==> config.mk <==
export PLATFORM = sky130hd
export DESIGN_NAME = dsa_ctrl
export DESIGN_NICKNAME = d
export VERILOG_FILES = /design/src/rtl/dsa_pkg.sv /design/src/rtl/dsa_ctrl.sv
export SDC_FILE = /design/constraint.sdc
export NUM_CORES = 1
export LEC_CHECK = 0
export BUFFER_PORTS_ARGS = -buffer_cell sky130_fd_sc_hd__buf_4
export CELL_PAD_IN_SITES_DETAIL_PLACEMENT = 0
export CELL_PAD_IN_SITES_GLOBAL_PLACEMENT = 1
export CORE_MARGIN = 5
export CORE_UTILIZATION = 27
export DETAILED_ROUTE_END_ITERATION = 8
export GPL_ROUTABILITY_DRIVEN = 0
export MAX_ROUTING_LAYER = met4
export PLACE_DENSITY = 0.84
export SETUP_SLACK_MARGIN = 0.15
export SLEW_MARGIN = 10
export SYNTH_ARGS = -nofsm -noshare
export SYNTH_HDL_FRONTEND = slang
export SYNTH_SLANG_ARGS = --single-unit
==> constraint.sdc <==
create_clock -name clk -period 1.79 [get_ports clk]
set_input_delay 0.358 -clock clk [delete_from_list [all_inputs] [get_ports clk]]
set_output_delay 0.358 -clock clk [all_outputs]
set_load 0.03 [all_outputs]
==> src/rtl/dsa_pkg.sv <==
`timescale 1ns / 1ps
package dsa_pkg;

	// Slot space and pool geometry
	localparam int SLOTS       = 1024;
	localparam int SW          = $clog2(SLOTS);      // slot index bits
	localparam int PW          = SW + 1;             // pending pointer bits, span 2*SLOTS
	localparam int CNT_W       = SW + 1;             // counts up to SLOTS
	localparam int NUM_CLASSES = 3;
	localparam int CW          = 2;                  // pool class bits
	localparam int MEM_DEPTH   = NUM_CLASSES * SLOTS;
	localparam int AW          = $clog2(MEM_DEPTH);
	localparam int SIZE_W      = 11;
	localparam int RSV_W       = 10;
	localparam int DEF_MAX_BATCHES = 8;

	// Action codes
	localparam logic [1:0] ACT_ALLOC  = 2'd0;
	localparam logic [1:0] ACT_FREE   = 2'd1;
	localparam logic [1:0] ACT_COMMIT = 2'd2;
	localparam logic [1:0] ACT_RETIRE = 2'd3;

	// Status codes
	localparam logic [2:0] ST_OK      = 3'd0;
	localparam logic [2:0] ST_EMPTY   = 3'd1;
	localparam logic [2:0] ST_BADFREE = 3'd2;
	localparam logic [2:0] ST_QFULL   = 3'd3;
	localparam logic [2:0] ST_NORET   = 3'd4;

	// Descriptor table commands
	localparam logic [1:0] TOP_NONE   = 2'd0;
	localparam logic [1:0] TOP_BIND   = 2'd1;
	localparam logic [1:0] TOP_UNBIND = 2'd2;

	typedef struct packed {
		logic [NUM_CLASSES-1:0][SIZE_W-1:0] pool_size;
		logic [NUM_CLASSES-1:0][RSV_W-1:0]  reserved;
	} cfg_t;

	// Controller to datapath
	typedef struct packed {
		logic clear_step;
		logic latch;
		logic alloc_exec;
		logic alloc_fin;
		logic free_rd;
		logic free_fin;
		logic commit;
		logic ret_empty;
		logic ret_start;
		logic ret_rd;
		logic ret_wr;
		logic ret_next;
		logic ret_fin;
	} cmd_t;

	// Datapath to controller
	typedef struct packed {
		logic       clr_last;
		logic [1:0] act;
		logic       alloc_recycled;
		logic       bc_zero;
		logic       ret_more;
		logic       ret_last_cls;
	} stat_t;

	// Flat address of a slot in a per-class store
	function automatic logic [AW-1:0] mem_addr(input logic [CW-1:0] cls,
		input logic [SW-1:0] idx);
		mem_addr = AW'(cls) * AW'(SLOTS) + AW'(idx);
	endfunction

endpackage

==> src/rtl/dsa_ctrl.sv <==
`timescale 1ns / 1ps
module dsa_ctrl (
	input  logic           clk,
	input  logic           arst_n,
	input  logic           start,
	output logic           busy,
	input  dsa_pkg::stat_t stat,
	output dsa_pkg::cmd_t  cmd
);
	import dsa_pkg::*;

	localparam logic [2:0] S_CLEAR    = 3'd0;
	localparam logic [2:0] S_IDLE     = 3'd1;
	localparam logic [2:0] S_EXEC     = 3'd2;
	localparam logic [2:0] S_ALLOC_WB = 3'd3;
	localparam logic [2:0] S_FREE_FIN = 3'd4;
	localparam logic [2:0] S_RET_CHK  = 3'd5;
	localparam logic [2:0] S_RET_WR   = 3'd6;

	logic [2:0] state_q;
	logic [2:0] state_d;

	assign busy = (state_q != S_IDLE);

	// Next state and commands
	always_comb begin
		state_d = state_q;
		cmd     = '0;
		case (state_q)
			S_CLEAR: begin
				cmd.clear_step = 1'b1;
				if (stat.clr_last) state_d = S_IDLE;
			end
			S_IDLE: begin
				if (start) begin
					cmd.latch = 1'b1;
					state_d   = S_EXEC;
				end
			end
			S_EXEC: begin
				case (stat.act)
					ACT_ALLOC: begin
						cmd.alloc_exec = 1'b1;
						state_d = stat.alloc_recycled ? S_ALLOC_WB : S_IDLE;
					end
					ACT_FREE: begin
						cmd.free_rd = 1'b1;
						state_d     = S_FREE_FIN;
					end
					ACT_COMMIT: begin
						cmd.commit = 1'b1;
						state_d    = S_IDLE;
					end
					default: begin
						if (stat.bc_zero) begin
							cmd.ret_empty = 1'b1;
							state_d       = S_IDLE;
						end else begin
							cmd.ret_start = 1'b1;
							state_d       = S_RET_CHK;
						end
					end
				endcase
			end
			S_ALLOC_WB: begin
				cmd.alloc_fin = 1'b1;
				state_d       = S_IDLE;
			end
			S_FREE_FIN: begin
				cmd.free_fin = 1'b1;
				state_d      = S_IDLE;
			end
			S_RET_CHK: begin
				if (stat.ret_more) begin
					cmd.ret_rd = 1'b1;
					state_d    = S_RET_WR;
				end else if (stat.ret_last_cls) begin
					cmd.ret_fin = 1'b1;
					state_d     = S_IDLE;
				end else begin
					cmd.ret_next = 1'b1;
				end
			end
			S_RET_WR: begin
				cmd.ret_wr = 1'b1;
				state_d    = S_RET_CHK;
			end
			default: state_d = S_IDLE;
		endcase
	end

	always_ff @(posedge clk or negedge arst_n) begin
		if (!arst_n) state_q <= S_CLEAR;
		else         state_q <= state_d;
	end

endmodule

-- Word-level counts from Yosys, hierarchy flattened
Cells that the tools add are included.
W data, S select, Z words.
- register bits after elaboration: 3
- bits of input ports: 10
- output and inout bits: 14
- logic and storage cells: 46
- equality and inequality tests: 12
- multiplexer cells: 29
- reductions and logical operators: 4
- operators with widths (kind ; count):
    $mux W3 ; 6
    $mux W1 ; 17
    $pmux W3 S5 ; 1
    $eq A3 B3 Y1 const B ; 3
    $pmux W3 S3 ; 1
    $mux W2 ; 4
    $eq A3 B2 Y1 const B ; 2
    $ne A2 B2 Y1 const B ; 2
    $eq A3 B1 Y1 const B ; 1
    $logic_not A3 Y1 ; 1
    $ne A3 B1 Y1 const B ; 1
    $ne A3 B3 Y1 const B ; 1
    $reduce_and A3 Y1 ; 1
    $reduce_or A3 Y1 ; 1
    $eq A2 B1 Y1 const B ; 1
    $eq A2 B2 Y1 const B ; 1
    $logic_not A2 Y1 ; 1

-- Longest topological paths before layout
- word-level depth: 4
- gate-level depth with buffers: 6
- gate-level depth less buffers: 6

-- Worst setup path after synthesis
No wires, ideal clock.
- path type: reg2out
- from: register state_q[0]
- to: output port cmd[4] (netlist name)
- arrival time: 1.430 ns
- required time: 1.432 ns
- setup slack: 0.002 ns
- stages on the path, launching flop included: 5
- buffers on the path: 0
- cell sequence: dfrtp_1 > inv_1 > ha_1 > nand2_1 > nor3_1
- RTL lines (what ; line ; RTL):
    from (decl) ; dsa_ctrl.sv:20 ; logic [2:0] state_q;
    from (signal assigned) ; dsa_ctrl.sv:94 ; else state_q <= state_d;
    to (decl) ; dsa_ctrl.sv:8 ; output dsa_pkg::cmd_t cmd

==> impl_metrics.ini <==
[setup_path]
crit_chain = inv_2, ha_4, nand3b_4, nor2_4, buf_6
reg2reg_slack_ns = 0.39
required_ns = 1.43
r2r_cells = 7
path_class = register to output pin
crit_slowest_cell = dfrtp_1
r2r_end = state_q[2]
crit_arrival_ns = 1.33
critPathLaunchType = register
worstPathMaxFanout = 6
crit_start = state_q[1]
end_kind = output pin
slowest_delay_ns = 0.40
crit-reg2reg-launch = state_q[0]

[sta]
skew_ns = 0.00520
hold_viol = 0
tightest_slew_ns = 0.255
hold_slack_ns = 0.378
slew_headroom_pct = 82.9
fin_ws_ns = 0.105
slew_violations = 0
fin_crit_sh_pct = 94.1
post-route-min-period_ns = 1.68
setup_tns_ns = 0
setup_viol = 0
fmax_mhz = 594
rsz0062_at_grt = true

[detailed_routing]
first_pass_iters = 2
totalWireLength_um = 1200
drc = 0
wl_per_cell_um = 12.0
dr.first_iter.drc_count = 6
antenna_left = 0
num_vias = 458
vias_per_cell = 4.58

[pwr]
power_density_nw_per_um2 = 1350
p_total_mw = 1.07
power.leakage_nw = 0.403
ir_drop_uv = 612

[cells_and_area]
largestRegisters = state_q x3
largest_reg_flops = 3
final_nets = 100
n_antenna_cell = 0
fin_cells = 100
drive_gt1_share_pct = 67.1
final_util_pct = 59.6
top_register = state_q
syn_to_final_growth_pct = 103
design_area_um2 = 795

[logic_synthesis]
synth_cell_type_count = 26
syn_nets = 63
ys_top_cells_by_area = dfrtp_1 19%, ha_1 13%, inv_1 4.8%
synth-edff-count = 0
yosysSeqAreaShare_pct = 19.2
ys.flop_type = dfrtp_1
synthDominantCellAreaShare_pct = 19.2
synth-async-reset-ratio_pct = 100
yosysWarnings = 0
synth_commonest_cells = 5 x inv_1, 4 x ha_1, 4 x nand2_1
synth_area_per_cell_um2 = 7.99
synthesis.area_um2 = 392
synth.most_common_cell = inv_1
synth_area_leader_cell = dfrtp_1
synth-seq-cells = 3
netlist_instances = 49

[grt]
grt_pass1_vias = 461
use_met2_pct = 20.8
grt_max_degree = 8
grt_overflow = 0
grt_use_met1_pct = 14.2
grt-busiest-layer = met2
grt.total_usage_pct = 12.3
met3_usage_pct = 2.26
antenna_found_initial = 0
grt_first_pass_wirelength_um = 1910

[floorplanning]
die_w_um = 48.1
die_y_um = 48.1
coreArea_um2 = 1330
die_area_um2 = 2310
rows = 13
io_pins = 24
start_util_pct = 29.4

[clock_tree]
cts_buffers = 3
clock-root-buffer = clkbuf_4
cts.sinks = 3
clkTransAtPathRegs_ns = 0.04
clock_latency_ns = 0.23
clock_path_buffers = 2
htree_levels = 1
cts_tree = done

[placement]
placed_area_um2 = 572
numPortBuffers = 23
place_inst = 86
place_ws_ns = 0.175
dp_hpwl_um = 844

[worst_hold_path]
min_from = stat[0]
hold_path_depth = 2
holdCritPathClass = primary input to register
holdPathEnd = state_q[2]

[outcome]
status = finished clean

[run]
cap_viol_max_count = 0
## worst max path at each step
stage,endpoint,slack (ns),cells after the start
after detailed placement,cmd[1],0.17,5
after global placement,cmd[8],0.20,5
after global routing,cmd[1],0.03,5
after CTS,cmd[10],0.11,5
after floorplan,cmd[4],0.002,4
final,cmd[1],0.11,5
## cell families after synthesis
family	after synthesis	synth area share, %
buffers and inverters	7	9.90
AND/OR/NAND/NOR	25	39.9
multiplexers	1	2.56
flip-flops	3	19.2
adder cells (fa/ha/maj)	4	12.8
AO/OA/AOI/OAI	9	15.7
## placed cells by master, fill, tap and decap left out, drive strengths merged
cell / netlist / final
buf: 1 / 32
inv: 6 / 6
nor2: 5 / 5
nand2: 4 / 4
nor3: 4 / 4
a21oi: 4 / 4
clkbuf: 0 / 4
ha: 4 / 4
nand2b: 3 / 3
dfrtp: 3 / 3
and2: 2 / 2
and2b: 2 / 2
and3: 2 / 2
nand3b: 2 / 2
o32ai: 1 / 1
o211ai: 1 / 1
nand3: 1 / 1
o21a: 1 / 1
a31oi: 1 / 1
o31ai: 1 / 1
mux2i: 1 / 1
dlygate4sd3: 0 / 1
## critical path: cells and delay by family, from the launching register on
kind	cells	cell delay [ns]
buffers and inverters	2	0.25
and+or+nand+nor	2	0.26
DFF	1	0.40
adders and majority gates	1	0.18
## layer usage
metal / up-vias / part of all wire [%]
met5: - / 0
met4: 0 / 0
met3: 0 / 7.4
met2: 16 / 52
met1: 202 / 40
li1: 240 / -
## cell type report
| cell class | instances | area (um2) |
|---|---|---|
| Fill cell | 117 | 539 |
| Multi-Input combinational cell | 39 | 362 |
| Timing Repair Buffer | 33 | 280 |
| Sequential cell | 3 | 77.6 |
| Inverter | 6 | 30.0 |
| Clock buffer | 4 | 26.3 |
| Tap cell | 15 | 18.8 |
## power breakdown
group / switching (mW) / internal (mW)
Clock: 0.0307 / 0.0832
Combinational: 0.438 / 0.380
Sequential: 0.0406 / 0.100
Total: 0.509 / 0.563
## timing repair
action                                  4_1_cts  5_1_grt
hold buffers                                  1        0
gates resized for setup                      25        4
hold endpoints to repair                      3        0
pin swaps                                     6        5
endpoints found under the setup margin       10       10
buffers inserted                              9        0
Power figures use the tool's default switching activity.
