==> config.mk <==
export PLATFORM = sky130hd
export DESIGN_NAME = dsa_regs
export DESIGN_NICKNAME = d
export VERILOG_FILES = /design/src/rtl/dsa_pkg.sv /design/src/rtl/dsa_regs.sv
export SDC_FILE = /design/constraint.sdc
export NUM_CORES = 1
export LEC_CHECK = 0
export ABC_AREA = 0
export BUFFER_PORTS_ARGS = -buffer_cell sky130_fd_sc_hd__buf_2
export CORE_UTILIZATION = 30
export CTS_CLUSTER_SIZE = 28
export DETAILED_ROUTE_END_ITERATION = 8
export SLEW_MARGIN = 5
export SYNTH_ARGS = -nofsm -noshare
export SYNTH_HDL_FRONTEND = slang
export SYNTH_SLANG_ARGS = --single-unit
==> constraint.sdc <==
create_clock -name clk -period 2.2 [get_ports clk]
set_input_delay 0 -clock clk [delete_from_list [all_inputs] [get_ports clk]]
set_output_delay 0 -clock clk [all_outputs]
set_load 0.02 [all_outputs]
==> src/rtl/dsa_pkg.sv <==
`timescale 1ns / 1ps
package dsa_pkg;

	// Slot space and pool geometry
	localparam int SLOTS       = 1024;
	localparam int SW          = $clog2(SLOTS);      // slot index bits
	localparam int PW          = SW + 1;             // pending pointer bits, span 2*SLOTS
	localparam int CNT_W       = SW + 1;             // counts up to SLOTS
	localparam int NUM_CLASSES = 3;
	localparam int CW          = 2;                  // pool class bits
	localparam int MEM_DEPTH   = NUM_CLASSES * SLOTS;
	localparam int AW          = $clog2(MEM_DEPTH);
	localparam int SIZE_W      = 11;
	localparam int RSV_W       = 10;
	localparam int DEF_MAX_BATCHES = 8;

	// Action codes
	localparam logic [1:0] ACT_ALLOC  = 2'd0;
	localparam logic [1:0] ACT_FREE   = 2'd1;
	localparam logic [1:0] ACT_COMMIT = 2'd2;
	localparam logic [1:0] ACT_RETIRE = 2'd3;

	// Status codes
	localparam logic [2:0] ST_OK      = 3'd0;
	localparam logic [2:0] ST_EMPTY   = 3'd1;
	localparam logic [2:0] ST_BADFREE = 3'd2;
	localparam logic [2:0] ST_QFULL   = 3'd3;
	localparam logic [2:0] ST_NORET   = 3'd4;

	// Descriptor table commands
	localparam logic [1:0] TOP_NONE   = 2'd0;
	localparam logic [1:0] TOP_BIND   = 2'd1;
	localparam logic [1:0] TOP_UNBIND = 2'd2;

	typedef struct packed {
		logic [NUM_CLASSES-1:0][SIZE_W-1:0] pool_size;
		logic [NUM_CLASSES-1:0][RSV_W-1:0]  reserved;
	} cfg_t;

	// Controller to datapath
	typedef struct packed {
		logic clear_step;
		logic latch;
		logic alloc_exec;
		logic alloc_fin;
		logic free_rd;
		logic free_fin;
		logic commit;
		logic ret_empty;
		logic ret_start;
		logic ret_rd;
		logic ret_wr;
		logic ret_next;
		logic ret_fin;
	} cmd_t;

	// Datapath to controller
	typedef struct packed {
		logic       clr_last;
		logic [1:0] act;
		logic       alloc_recycled;
		logic       bc_zero;
		logic       ret_more;
		logic       ret_last_cls;
	} stat_t;

	// Flat address of a slot in a per-class store
	function automatic logic [AW-1:0] mem_addr(input logic [CW-1:0] cls,
		input logic [SW-1:0] idx);
		mem_addr = AW'(cls) * AW'(SLOTS) + AW'(idx);
	endfunction

endpackage

==> src/rtl/dsa_regs.sv <==
`timescale 1ns / 1ps
module dsa_regs (
	input  logic         clk,
	input  logic         arst_n,
	input  logic         psel,
	input  logic         penable,
	input  logic         pwrite,
	input  logic [4:0]   paddr,
	input  logic [31:0]  pwdata,
	output logic [31:0]  prdata,
	output logic         pready,
	output dsa_pkg::cfg_t cfg
);
	import dsa_pkg::*;

	localparam logic [2:0] REG_BUF_SIZE = 3'd0;
	localparam logic [2:0] REG_IMG_SIZE = 3'd1;
	localparam logic [2:0] REG_VOL_SIZE = 3'd2;
	localparam logic [2:0] REG_BUF_RSV  = 3'd3;
	localparam logic [2:0] REG_IMG_RSV  = 3'd4;
	localparam logic [2:0] REG_VOL_RSV  = 3'd5;

	logic [NUM_CLASSES-1:0][SIZE_W-1:0] size_q;
	logic [NUM_CLASSES-1:0][RSV_W-1:0]  rsv_q;
	logic [2:0]                         idx;
	logic                               wr;

	assign idx    = paddr[4:2];
	assign wr     = psel && penable && pwrite;
	assign pready = 1'b1;

	// Register writes
	always_ff @(posedge clk or negedge arst_n) begin
		if (!arst_n) begin
			for (int c = 0; c < NUM_CLASSES; c++) begin
				size_q[c] <= SIZE_W'(SLOTS);
				rsv_q[c]  <= '0;
			end
		end else if (wr) begin
			case (idx)
				REG_BUF_SIZE: size_q[0] <= pwdata[SIZE_W-1:0];
				REG_IMG_SIZE: size_q[1] <= pwdata[SIZE_W-1:0];
				REG_VOL_SIZE: size_q[2] <= pwdata[SIZE_W-1:0];
				REG_BUF_RSV:  rsv_q[0]  <= pwdata[RSV_W-1:0];
				REG_IMG_RSV:  rsv_q[1]  <= pwdata[RSV_W-1:0];
				REG_VOL_RSV:  rsv_q[2]  <= pwdata[RSV_W-1:0];
				default: ;
			endcase
		end
	end

	// Read mux
	always_comb begin
		case (idx)
			REG_BUF_SIZE: prdata = 32'(size_q[0]);
			REG_IMG_SIZE: prdata = 32'(size_q[1]);
			REG_VOL_SIZE: prdata = 32'(size_q[2]);
			REG_BUF_RSV:  prdata = 32'(rsv_q[0]);
			REG_IMG_RSV:  prdata = 32'(rsv_q[1]);
			REG_VOL_RSV:  prdata = 32'(rsv_q[2]);
			default:      prdata = '0;
		endcase
	end

	assign cfg.pool_size = size_q;
	assign cfg.reserved  = rsv_q;

endmodule

# [Word-level counts from Yosys, hierarchy flattened]
# Cells that the tools add are included.
# Widths: inputs -> output; s select.
[word_totals] register_bits=63
[classes] n_eq_ne=5 n_mux=1 n_reduce_logical=9
[op_table] op="$pmux 11 s6" n=1
[op_table] op="$reduce_and 2->1" n=6
[op_table] op="$eq 3x2->1 const B" n=2
[op_table] op="$eq 3x3->1 const B" n=2
[op_table] op="$eq 3x1->1 const B" n=1
[op_table] op="$logic_not 3->1" n=1
[op_table] op="$logic_and 1x1->1" n=2

# [Depth between registers and ports, before layout]
# Gate-level depths: netlist of the first run.
[depth] word_depth=3 depth_mapped=5

# [Worst setup path after synthesis of the first run]
# Ideal clock, no wire load.
[synth_path] kind="input to register" startpoint="input port paddr[4]" endpoint="register size_q (netlist bit cfg[52])" arrival_time_ns=0.997 required_time_ns=2.072 setup_slack_ns=1.076 cell_stages=5 n_path_buf=2 path_cell_list="buf_4 > nand2b_2 > nor2_1 > buf_4 > mux2_1"
[synth_between] elab_chain_cells=2
[synth_rtl] item="start: declaration" line="dsa_regs.sv:8" rtl="input logic [4:0] paddr,"
[synth_rtl] item="$eq 3x2->1" line="dsa_regs.sv:40" rtl="case (idx)"
[synth_rtl] item="$reduce_and 2->1 (no source line)"
[synth_rtl] item="end signal: indexed assignment" line="dsa_regs.sv:36" rtl="size_q[c] <= SIZE_W'(SLOTS);"
[synth_rtl] item="end: declaration" line="dsa_regs.sv:23" rtl="logic [NUM_CLASSES-1:0][SIZE_W-1:0] size_q;"
# Every way passes these cells.
# A chain may end at the register's enable or synchronous reset.

# [Worst setup path after layout of the first run]
[layout_path] startpoint="register rsv_q (netlist bit cfg[11])" endpoint="output port prdata[1]"
[layout_between] elab_chain_cells=1
[layout_rtl] item="start: declaration" line="dsa_regs.sv:24" rtl="logic [NUM_CLASSES-1:0][RSV_W-1:0] rsv_q;"
[layout_rtl] item="$pmux 11 s6" line="dsa_regs.sv:54" rtl="case (idx)"
[layout_rtl] item="end: declaration" line="dsa_regs.sv:10" rtl="output logic [31:0] prdata,"
# Every way passes these cells.

==> results summary, run 1 <==
In the final design database the tool counted 382 nets. Setup repair after global routing left no endpoint under its margin. After the first detailed-routing iteration, the DRC count stood at 128.

After synthesis, the mean cell area works out to 13.8 µm². The number of vias per cell after detailed routing came out at 4.65. The standard cell core area is 10300 µm².

For this design, the sink count on the clock tree is 63. The number of enable-type register cells in the synthesized netlist is 0. The remaining antenna violation count came out at 0. Across the run, the number of max-cap violations was 0.

The sort of element at the start of the critical path is a flop. The post-route clock period utilization came out at 69.9%. The largest total area in the synthesized netlist belongs to sky130_fd_sc_hd__dfrtp_1. For this run, the leading register cell type out of synthesis is sky130_fd_sc_hd__dfrtp_1. The ratio of total power to cell area is 882 nW/µm². The number of core rows is 37. The cell area after synthesis came out at 3150 µm². The flip-flop count of the largest register after layout is 63. The detailed-route wire length per cell is 17.1 µm.

The maximum clock path buffer count is 2. In this run the register-to-register setup slack is 1.40 ns. The number of antenna diodes is 0. The run finished with clean final reports. The slew of the pin with the lowest slew margin came out at 0.588 ns.

The layout overhead on the synthesized area is 26.0%. Headroom to the max-slew limit came out at 60.8%. Yosys attributes the largest share of cell area to sky130_fd_sc_hd__dfrtp_1 48%, sky130_fd_sc_hd__mux2_2 22%, sky130_fd_sc_hd__buf_4 6.7%, sky130_fd_sc_hd__mux2i_1 5.4%, sky130_fd_sc_hd__mux2_1 3.9%.

Clock skew on the completed layout was measured at 0 ns. The total of warnings raised by yosys came out at 0. In this run the clock root is driven by a sky130_fd_sc_hd__clkbuf_8. The CTS tree is yes.

Buffers inserted to repair hold after CTS numbered 12. By count the netlist is led by 62 x sky130_fd_sc_hd__mux2_2, 60 x sky130_fd_sc_hd__dfrtp_1, 28 x sky130_fd_sc_hd__buf_4. The post-CTS repair timing setup buffer count came out at 0.

The endpoint class of the critical path is an output port. The via count of the first global-routing pass is 2220. The via count came out at 2238.

Setup violations remaining at the end of the flow were counted as 0. The layout filler cell count came out at 1030. The proportion of register bits with asynchronous set or reset after synthesis is 100%. The reported leakage power came out at 2.02 nW. The number of antenna violations at the first check in global routing is 0.

The quantity of I/O buffers inserted on ports is 92. The number of gates given a new drive strength after cts came out at 0. IR analysis of the VDD net gives a maximum drop of 406 µV. Synthesis instantiated 24 different standard cells from the library. The part of the Yosys area used for sequential elements is 50.1%. The final number of hold-violating endpoints is 0. The count of pins over their slew limit is 0. The later pin in the worst-skew pair is clocked with a latency of 0.33 ns.

The cell area after layout came out at 3970 µm². The area share of the largest cell type after synthesis came out at 47.6%. The count of non-filler cells in the finished layout is 481. The clock transition at the registers of the reported paths is 0.07 ns.

The largest net degree at the start of global routing came out at 64. The number of top-level pins came out at 138. The total routed wirelength came out at 8210 µm.

The clock buffer count from CTS is 9. For this run, the detailed router's first-pass iteration total came to 4. The first-pass GRT wire length is 13000 µm. Summing all multi-input logic gate instances after layout gives 1400 µm². The data arrival time of the critical path came out at 1.54 ns.

The total placed instance area came out at 3700 µm². The required time at the worst-slack endpoint is 2.20 ns. The final period demand of the worst path came out at 1.54 ns. The post-route netlist has 53.9% of its cells at a drive strength greater than 1. The path class of the tightest hold or removal check is primary input to asynchronous set/reset pin.

Registers take 1580 µm². The vertical extent of the die came out at 105 µm. The die covers 10900 µm². sky130_fd_sc_hd__mux2_2 is the most common cell in the netlist. The horizontal die dimension is 105 µm.

The critical path is of the flop to output port type. The maximum achievable frequency is 0.651 GHz. The total power came out at 3.51 mW. The total congestion overflow came out at 0. Synthesis handed over a netlist of 228 instances. The total half-perimeter wirelength after legalization and detailed placement is 5580 µm.

The H-tree depth is 3. The overall fraction of global-route tracks in use came out at 16.2%. The setup total negative slack is 0 ns. Routability-driven placement finished with a final weighted congestion of 0.681. Once the floorplan was initialized, standard cells occupied 30.7% of the core. In the routed design, unresolved DRC markers number 0. The register bit total from synthesis came out at 63. The highest net fanout along the worst path is 3. The cell total after placement came out at 453.
-- where the power goes --
part | internal, mW | switching, mW
logic | 0.453 | 0.664
registers | 1.39 | 0.167
clock network | 0.408 | 0.418
-- per-stage QoR --
| stage | utilization (%) | hold WS [ns] | worst slack, ns |
|---|---|---|---|
| 6_report | 38.7 | 0.227 | 0.663 |
| 5_1_grt | 38.7 | 0.235 | 0.595 |
| 4_1_cts | 38.7 | 0.223 | 0.654 |
| 3_5_place_dp | 36.0 | 0.0421 | 0.614 |
| 3_3_place_gp | 36.0 | 0.0401 | 0.621 |
| 2_1_floorplan | - | -0.296 | 1.08 |
-- cells in the final DEF (no fill, tap or decap) --
| cell type | instances |
|---|---|
| sky130_fd_sc_hd__nand4b_4 | 1 |
| sky130_fd_sc_hd__dfrtp_1 | 60 |
| sky130_fd_sc_hd__conb_1 | 22 |
| sky130_fd_sc_hd__clkbuf_1 | 5 |
| sky130_fd_sc_hd__nand4_4 | 1 |
| sky130_fd_sc_hd__buf_12 | 1 |
| sky130_fd_sc_hd__dfstp_2 | 3 |
| sky130_fd_sc_hd__nand2b_1 | 1 |
| sky130_fd_sc_hd__nor2_8 | 2 |
| sky130_fd_sc_hd__clkbuf_8 | 9 |
| sky130_fd_sc_hd__mux2i_1 | 17 |
| sky130_fd_sc_hd__nand2b_2 | 1 |
| sky130_fd_sc_hd__buf_2 | 92 |
| sky130_fd_sc_hd__dlygate4sd3_1 | 12 |
| sky130_fd_sc_hd__nor3_2 | 2 |
| sky130_fd_sc_hd__nor2_1 | 4 |
| sky130_fd_sc_hd__nand2_1 | 10 |
| sky130_fd_sc_hd__nand3b_1 | 1 |
| sky130_fd_sc_hd__mux2_2 | 62 |
| sky130_fd_sc_hd__o221ai_1 | 10 |
| sky130_fd_sc_hd__buf_4 | 9 |
| sky130_fd_sc_hd__nor2_4 | 1 |
| sky130_fd_sc_hd__mux2_1 | 11 |
| sky130_fd_sc_hd__o21a_1 | 1 |
| sky130_fd_sc_hd__clkinv_2 | 2 |
| sky130_fd_sc_hd__a32oi_1 | 4 |
| sky130_fd_sc_hd__nor2b_1 | 1 |
-- critical path: stages, from the launching register on --
cell                       delay, ns
sky130_fd_sc_hd__dfrtp_1        0.39
sky130_fd_sc_hd__mux2_2         0.27
sky130_fd_sc_hd__a32oi_1        0.17
sky130_fd_sc_hd__o221ai_1       0.17
sky130_fd_sc_hd__buf_2          0.20
-- final cells by class --
cell class | instances | share of cell area (%)
clock buffer | 14 | 3.59
sequential | 63 | 39.8
multi-input combinational | 152 | 35.3
clock inverter | 2 | 0.252
timing repair buffer | 114 | 16.8
tap | 136 | 4.28
-- final timing paths --
path / depth (start not counted) / to / start
setup reg to reg: 1 / cfg[60]$_DFFE_PN0P_ / cfg[60]$_DFFE_PN0P_
hold / removal: 3 / cfg[10]$_DFFE_PN0P_ / arst_n
min in group clk: 3 / cfg[44]$_DFFE_PN0P_ / paddr[3]
max in group asynchronous: 3 / cfg[51]$_DFFE_PN1P_ / arst_n
hold reg to reg: 1 / cfg[56]$_DFFE_PN0P_ / cfg[56]$_DFFE_PN0P_
setup / recovery: 4 / prdata[1] / cfg[11]$_DFFE_PN0P_
-- kinds of logic (layout without fill, tap and decap cells) --
kind of cell	count (synthesis)	count (layout)	synth area share (%)
AO/OA/AOI/OAI	15	15	4.13
AND/OR/NAND/NOR	25	25	6.27
flip-flops	63	63	50.1
multiplexers	90	90	31.5
buffers and inverters	33	130	7.81
other	2	22	0.238
-- metal layers --
layer / GRT usage, % / share of wire (%)
met2: 25.1 / 47
met1: 22.2 / 47
met4: 4.59 / 1.0
met5: 0 / 0
met3: 3.99 / 4.6
(Power assumes the default switching activity.)
==> run 2, diff against run 1 <==
==> constraint.sdc (replaced) <==
create_clock -name clk -period 1.3 [get_ports clk]
set_input_delay 0 -clock clk [delete_from_list [all_inputs] [get_ports clk]]
set_output_delay 0 -clock clk [all_outputs]
set_load 0.02 [all_outputs]
==> run 2 against run 1 <==
The flow now finishes with violations (negative setup slack). Die area is the same. Global-route usage increased by 0.29 points. First-iteration DRC count down 62%. Non-clock buffer count grew 35. Utilization increased by 4.7 points. Highest routed layer unchanged. Largest power group unchanged. Worst hold slack worse by 0.022 ns. Design area is 12% higher. Sequential share of layout area down 4.3 points. Worst setup slack worse by 0.84 ns. Combinational power grew 110%. Via count grew 6.1%. Routed wire length increased by 4.2%.
==> results summary, run 2 (synthesis gave the netlist of run 1 again) <==
The run finished, with violations left. The final reports fail on negative setup slack. The final number of hold-violating endpoints came out at 0. The layout overhead on the synthesized area came out at 41.5%. Derived from the worst setup path, the maximum achievable clock frequency is 0.676 GHz. The H-tree depth is 3.

Setup repair after global routing could not meet its margin everywhere. The highest net fanout along the worst path is 2. The worst setup path is launched from a flop. The signal on the critical path passes through mux2_2 -> a32oi_1 -> o221ai_1 -> buf_4. The number of antenna diodes came out at 0.

The total congestion overflow came out at 0. The core occupancy in the finished layout is 43.4%. The critical path is of the flop to output port type. Clock latency on the worst-skew pair, taken at its later pin, is 0.33 ns. The initialized floorplan defines 37 standard-cell rows.

The worst-case clock skew is 0 ns. The total power came out at 6.67 mW. TritonCTS built the clock tree. The reported leakage power is 2.29 nW. The count of pins over their slew limit was 0. The via count of the first global-routing pass is 2428.

The minimum setup slack in the final design is -0.180 ns. The starting utilization of the core area came out at 30.7%. Clock-pin slew was measured on the worst setup and hold paths at 0.07 ns. In the layout the commonest cells are 81 x sky130_fd_sc_hd__buf_2, 60 x sky130_fd_sc_hd__dfrtp_1, 54 x sky130_fd_sc_hd__mux2_2, 53 x sky130_fd_sc_hd__buf_4, 22 x sky130_fd_sc_hd__conb_1. The number of top-level pins is 138. The stage delay of the slowest cell on the critical path is 0.38 ns. The tree is rooted in a sky130_fd_sc_hd__clkbuf_8. The largest individual stage delay along the critical path comes from the cell sky130_fd_sc_hd__dfrtp_1. The setup total negative slack is -0.704 ns. The vertical extent of the die came out at 105 µm. The horizontal die dimension is 105 µm. Leaving out fill and tap cells, the most frequent cell in the layout is sky130_fd_sc_hd__buf_2.

Together, buffers and inverters on the worst path number 1. The required time at the worst-slack endpoint came out at 1.30 ns. The met3 wirelength from detailed routing is 399 µm. The setup slack on the worst flop-to-flop path came out at 0.30 ns. The number of sinks driven by the clock tree is 63. The detailed router used layers up to and including met4.

The endpoint class of the critical path is an output port. The first-pass GRT wire length is 13500 µm. The classification of the worst-slack hold path is primary input to asynchronous set/reset pin. The flip-flop count of the largest register after layout is 63. The number of cells traversed by the worst register-to-register path came out at 3.

The final period demand of the worst path is 1.48 ns. Entering global routing, the biggest net connects 64 pins. After detailed routing, the total wire length is 8560 µm. The routed wire length on met2 came out at 4210 µm. The wire-length estimate of the detail-placed layout is 5890 µm.

The detailed-route wire length per cell came out at 16.6 µm. In this run the tool buffered the top-level ports with 92 buffer cells. The maximum clock path buffer count is 2. The total DRC errors in the routed layout is 0. The overall fraction of global-route tracks in use is 16.4%.

The post-route clock period utilization is 114%. IR analysis of the VDD net gives a maximum drop of 813 µV. Data arrives at the worst endpoint at 1.48 ns. Routability-driven placement finished with a final weighted congestion of 0.758.

Setup violations remaining at the end of the flow were counted as 6. The die covers 10900 µm². The wire length the detailed router placed on met1 came out at 3810 µm. The number of antenna violations at the first check in global routing came out at 0. The standard cell core area came out at 10300 µm². The ratio of total power to cell area is 1490 nW/µm². The via count is 2375.

The depth of the critical timing path with buffers and inverters included is 4. The number of max-cap violations came out at 0. The share of cells above drive strength 1 is 63.9%. At the end of the flow, the number of nets in the layout was 417. Counting the fill cells in the layout gives 990.

In the routed layout, each cell is associated on average with a via count of 4.60. The first-pass iteration count of the detailed router is 4. The clock buffer count from CTS is 9. In this design, the largest share of critical-path delay is due to flip-flops. The iteration-0 DRC count of the detailed router came out at 49. The remaining antenna violation count is 0.
[run 2: cell types whose count changed in the layout (fill, tap and decap cells not counted), sizes merged]
cell / before / now
buf: 102 / 137
clkbuf: 14 / 11
bufinv: 0 / 1
clkinv: 2 / 3
clkinvlp: 0 / 1
[run 2: repair_timing]
action | 4_1_cts | 5_1_grt
endpoints found under the hold margin | 122 | 0
resized for setup | 21 | 15
setup endpoints to repair | 11 | 11
setup buffers | 20 | 3
pin swaps | 7 | 4
hold buffers | 12 | 0
[run 2: area by class of cell]
class / count / area (µm²) / area share (%)
repair buffers: 149 / 983 / 22.0
well taps: 136 / 170 / 3.81
clock inverters: 5 / 56.3 / 1.26
clock buffers: 11 / 151 / 3.39
multi-input cells: 152 / 1520 / 34.1
flip-flops and latches: 63 / 1580 / 35.4
[run 2: final timing paths]
path | from | endpoint
min | arst_n | cfg[20]$_DFFE_PN0P_
max | cfg[12]$_DFFE_PN0P_ | prdata[2]
min in group clk | penable | cfg[19]$_DFFE_PN0P_
min reg2reg | cfg[58]$_DFFE_PN0P_ | cfg[58]$_DFFE_PN0P_
max reg2reg | cfg[21]$_DFFE_PN0P_ | cfg[21]$_DFFE_PN0P_
max in group asynchronous | arst_n | cfg[40]$_DFFE_PN1P_
[run 2: report_power, final]
part	leakage (nW)	total (mW)	switching, mW	internal, mW
registers	0.798	2.62	0.260	2.36
clock network	0.105	1.75	0.767	0.986
logic	1.38	2.30	1.25	1.05
[run 2: tightest hold or removal path: stages]
cell and delay [ns]:
sky130_fd_sc_hd__dlygate4sd3_1 0.52, sky130_fd_sc_hd__buf_2 0.12, sky130_fd_sc_hd__buf_12 0.30
[run 2: per-stage QoR]
step | cells | setup WS (ns) | area (µm²) | hold WS (ns)
2_1_floorplan | 248 | 0.176 | 3230 | -0.296
3_3_place_gp | 465 | 0.0297 | 3820 | 0.0415
3_5_place_dp | 465 | 0.00901 | 3820 | 0.0464
4_1_cts | 513 | -0.220 | 4370 | 0.214
5_1_grt | 516 | -0.235 | 4460 | 0.236
6_report | 516 | -0.180 | 4460 | 0.205
[run 2: routing by layer]
metal	vias up	track usage, %
met1	1194	21.1
met2	87	27.7
met5	-	0
li1	1084	-
met3	10	3.49
met4	0	5.00
==> run 3, diff against run 2 <==
--- a/config.mk
+++ b/config.mk
@@ -10,6 +10,7 @@
 export CORE_UTILIZATION = 30
 export CTS_CLUSTER_SIZE = 28
 export DETAILED_ROUTE_END_ITERATION = 8
+export RECOVER_POWER = 25
 export SLEW_MARGIN = 5
 export SYNTH_ARGS = -nofsm -noshare
 export SYNTH_HDL_FRONTEND = slang
==> run 3 against run 2 <==
The flow still finishes with violations (negative setup slack). Via count about the same. Worst setup slack better by 0.0020 ns. Register-to-register slack about the same. Power down 0.11%. Worst hold slack better by 0.062 ns. Routed wire length about the same. Maximum frequency up 0.14%. Critical endpoint unchanged. Largest power group unchanged. Combinational power about the same.
==> results summary, run 3 (synthesis gave the netlist of run 1 again) <==
The root cell of the clock tree is sky130_fd_sc_hd__clkbuf_8. After detailed routing, the total wire length is 8560 µm. The maximum ir drop on the vdd rail is 813 µV. For this design the static power due to leakage is 2.28 nW. The detailed-route wire length per cell came out at 16.6 µm. The count of non-filler cells in the finished layout came out at 516. Leaving out fill and tap cells, the most frequent cell in the layout is sky130_fd_sc_hd__buf_2. The count of pins over their slew limit is 0. The number of core rows came out at 37.

The worst setup path is launched from a flop. Static timing analysis puts the maximum clock frequency at 0.677 GHz. The maximum clock path buffer count is 2. Measured along the y axis, the die boundary spans 105 µm. The layout overhead on the synthesized area came out at 41.1%. Subtracting the final worst setup slack from the clock period gives 1.48 ns. The endpoint class of the critical path is an output port.

The starting utilization of the core area came out at 30.7%. The largest net degree at the start of global routing came out at 64. The total DRC errors in the routed layout came out at 0. The layout filler cell count came out at 991. The min-delay analysis places its worst path in the category primary input to flop.

The flow ran to the end, but the final reports show violations. The setup slack on the worst flop-to-flop path is 0.30 ns. The horizontal die dimension is 105 µm. The most critical setup path has its endpoint at prdata[2].

The clock buffer count from CTS came out at 9. The overall fraction of global-route tracks in use came out at 16.4%. The final-stage net count came out at 417.

The via count of the first global-routing pass is 2428. The first global-routing pass estimated 13500 µm of wire. The post-route clock period utilization came out at 114%. The total congestion overflow came out at 0. The setup path with the least slack is of type flop to output port. The final number of hold-violating endpoints is 0. After detailed routing, the number of vias per cell comes to 4.60.

TritonCTS built the clock tree. For the final database, setup skew stands at 0 ns. The number of top-level pins came out at 138. The clock transition at the registers of the reported paths is 0.07 ns.

The startpoint identified for the worst register-to-register timing path is cfg[21]$_DFFE_PN0P_. Detailed routing inserted a total of 2373 vias. The remaining antenna violation count is 0. In this run the power density over the cells is 1500 nW/µm².

The final estimated routing congestion in global placement came out at 0.758. For the worst setup path, the data arrival time is 1.48 ns. The region available for standard cell placement spans 10300 µm².

The endpoint of the lowest-slack register-to-register path is cfg[21]$_DFFE_PN0P_. The relative slew slack came out at 40.6%. The worst-skew pair later-pin latency came out at 0.33 ns. In this run the most critical hold path is launched from penable. The number of cells traversed by the worst register-to-register path is 3. Setup repair after global routing could not meet its margin everywhere.

The flip-flop count of the largest register after layout is 63. Summing internal, switching and leakage power gives 6.66 mW. 0 antenna diodes ended up in the layout. Cells with a size suffix above 1 make up 63.9% of the layout. The quantity of I/O buffers inserted on ports is 92. For this design, the sink count on the clock tree is 63.

The number of max-cap violations is 0. The worst hold slack after final layout came out at 0.267 ns. The top cell types in the final layout, fill and taps aside, are 81 x sky130_fd_sc_hd__buf_2, 60 x sky130_fd_sc_hd__dfrtp_1, 54 x sky130_fd_sc_hd__mux2_2, 53 x sky130_fd_sc_hd__buf_4, 22 x sky130_fd_sc_hd__conb_1. The iteration-0 DRC count of the detailed router is 49. In this run the worst path has a maximum fanout of 2. For the pin with the worst max-slew slack, the measured transition is 0.892 ns. The die outline area came out at 10900 µm². The H-tree depth is 3. The total half-perimeter wirelength after legalization and detailed placement is 5890 µm. The number of antenna violations at the first check in global routing is 0.

The first detailed-routing pass ran for 4 iterations. At the end of the flow the core is filled with cells to 43.3%. The checks that failed: negative setup slack. After detailed placement, the design holds a cell count of 465.

The required time at the worst-slack endpoint is 1.30 ns. The minimum setup slack in the final design came out at -0.178 ns. In this run the worst setup path begins at cfg[12]$_DFFE_PN0P_. The count of endpoints failing setup in the final report came out at 6.
==> run 3: timing repair <==
item | 4_1_cts | 5_1_grt
setup endpoints to repair | 11 | 11
endpoints found under the hold margin | 122 | 0
gates resized for setup | 21 | 15
pin swaps | 7 | 4
hold buffers | 12 | 0
setup buffers | 20 | 3
cloned | 0 | 0
==> run 3: how the worst min path moves through the flow <==
stage / to / slack, ns / depth (start not counted)
2_1_floorplan: cfg[0]$_DFFE_PN0P_ / -0.30 / 0
3_3_place_gp: cfg[20]$_DFFE_PN0P_ / 0.04 / 2
3_5_place_dp: cfg[20]$_DFFE_PN0P_ / 0.05 / 2
4_1_cts: cfg[20]$_DFFE_PN0P_ / 0.21 / 3
5_1_grt: cfg[16]$_DFFE_PN0P_ / 0.27 / 4
6_report: cfg[19]$_DFFE_PN0P_ / 0.27 / 4
==> run 3: cell type report <==
type                       count  area (µm²)  share of cell area [%]
clock inverter                 5        56.3                    1.27
tap                          136         170                    3.82
timing repair buffer         149         971                    21.8
multi-input combinational    152        1520                    34.2
clock buffer                  11         151                    3.40
sequential                    63        1580                    35.5
==> run 3: critical path, cell delays in order, from the launching register on <==
cell and delay [ns]:
sky130_fd_sc_hd__dfrtp_1 0.38, sky130_fd_sc_hd__mux2_2 0.26, sky130_fd_sc_hd__a32oi_1 0.15, sky130_fd_sc_hd__o221ai_1 0.16
sky130_fd_sc_hd__buf_4 0.19
==> run 3: where the power goes <==
part / internal [mW] / switching [mW]
Combinational: 1.04 / 1.25
Sequential: 2.36 / 0.260
Clock: 0.986 / 0.765
Total: 4.39 / 2.28
==> run 3: layer usage <==
layer	GRT usage [%]	routed length [µm]	share of wire (%)
met5	0	0	0
met4	5.00	134	1.6
met3	3.49	379	4.4
met2	27.7	4210	49
met1	21.1	3840	45
==> run 3: stage by stage <==
step	TNS, ns	cell area (µm²)	setup WS, ns
6_report	-0.703	4450	-0.178
5_1_grt	-1.33	4450	-0.235
4_1_cts	-0.978	4370	-0.220
3_5_place_dp	0	3820	0.00901
3_3_place_gp	0	3820	0.0297
2_1_floorplan	0	3230	0.176
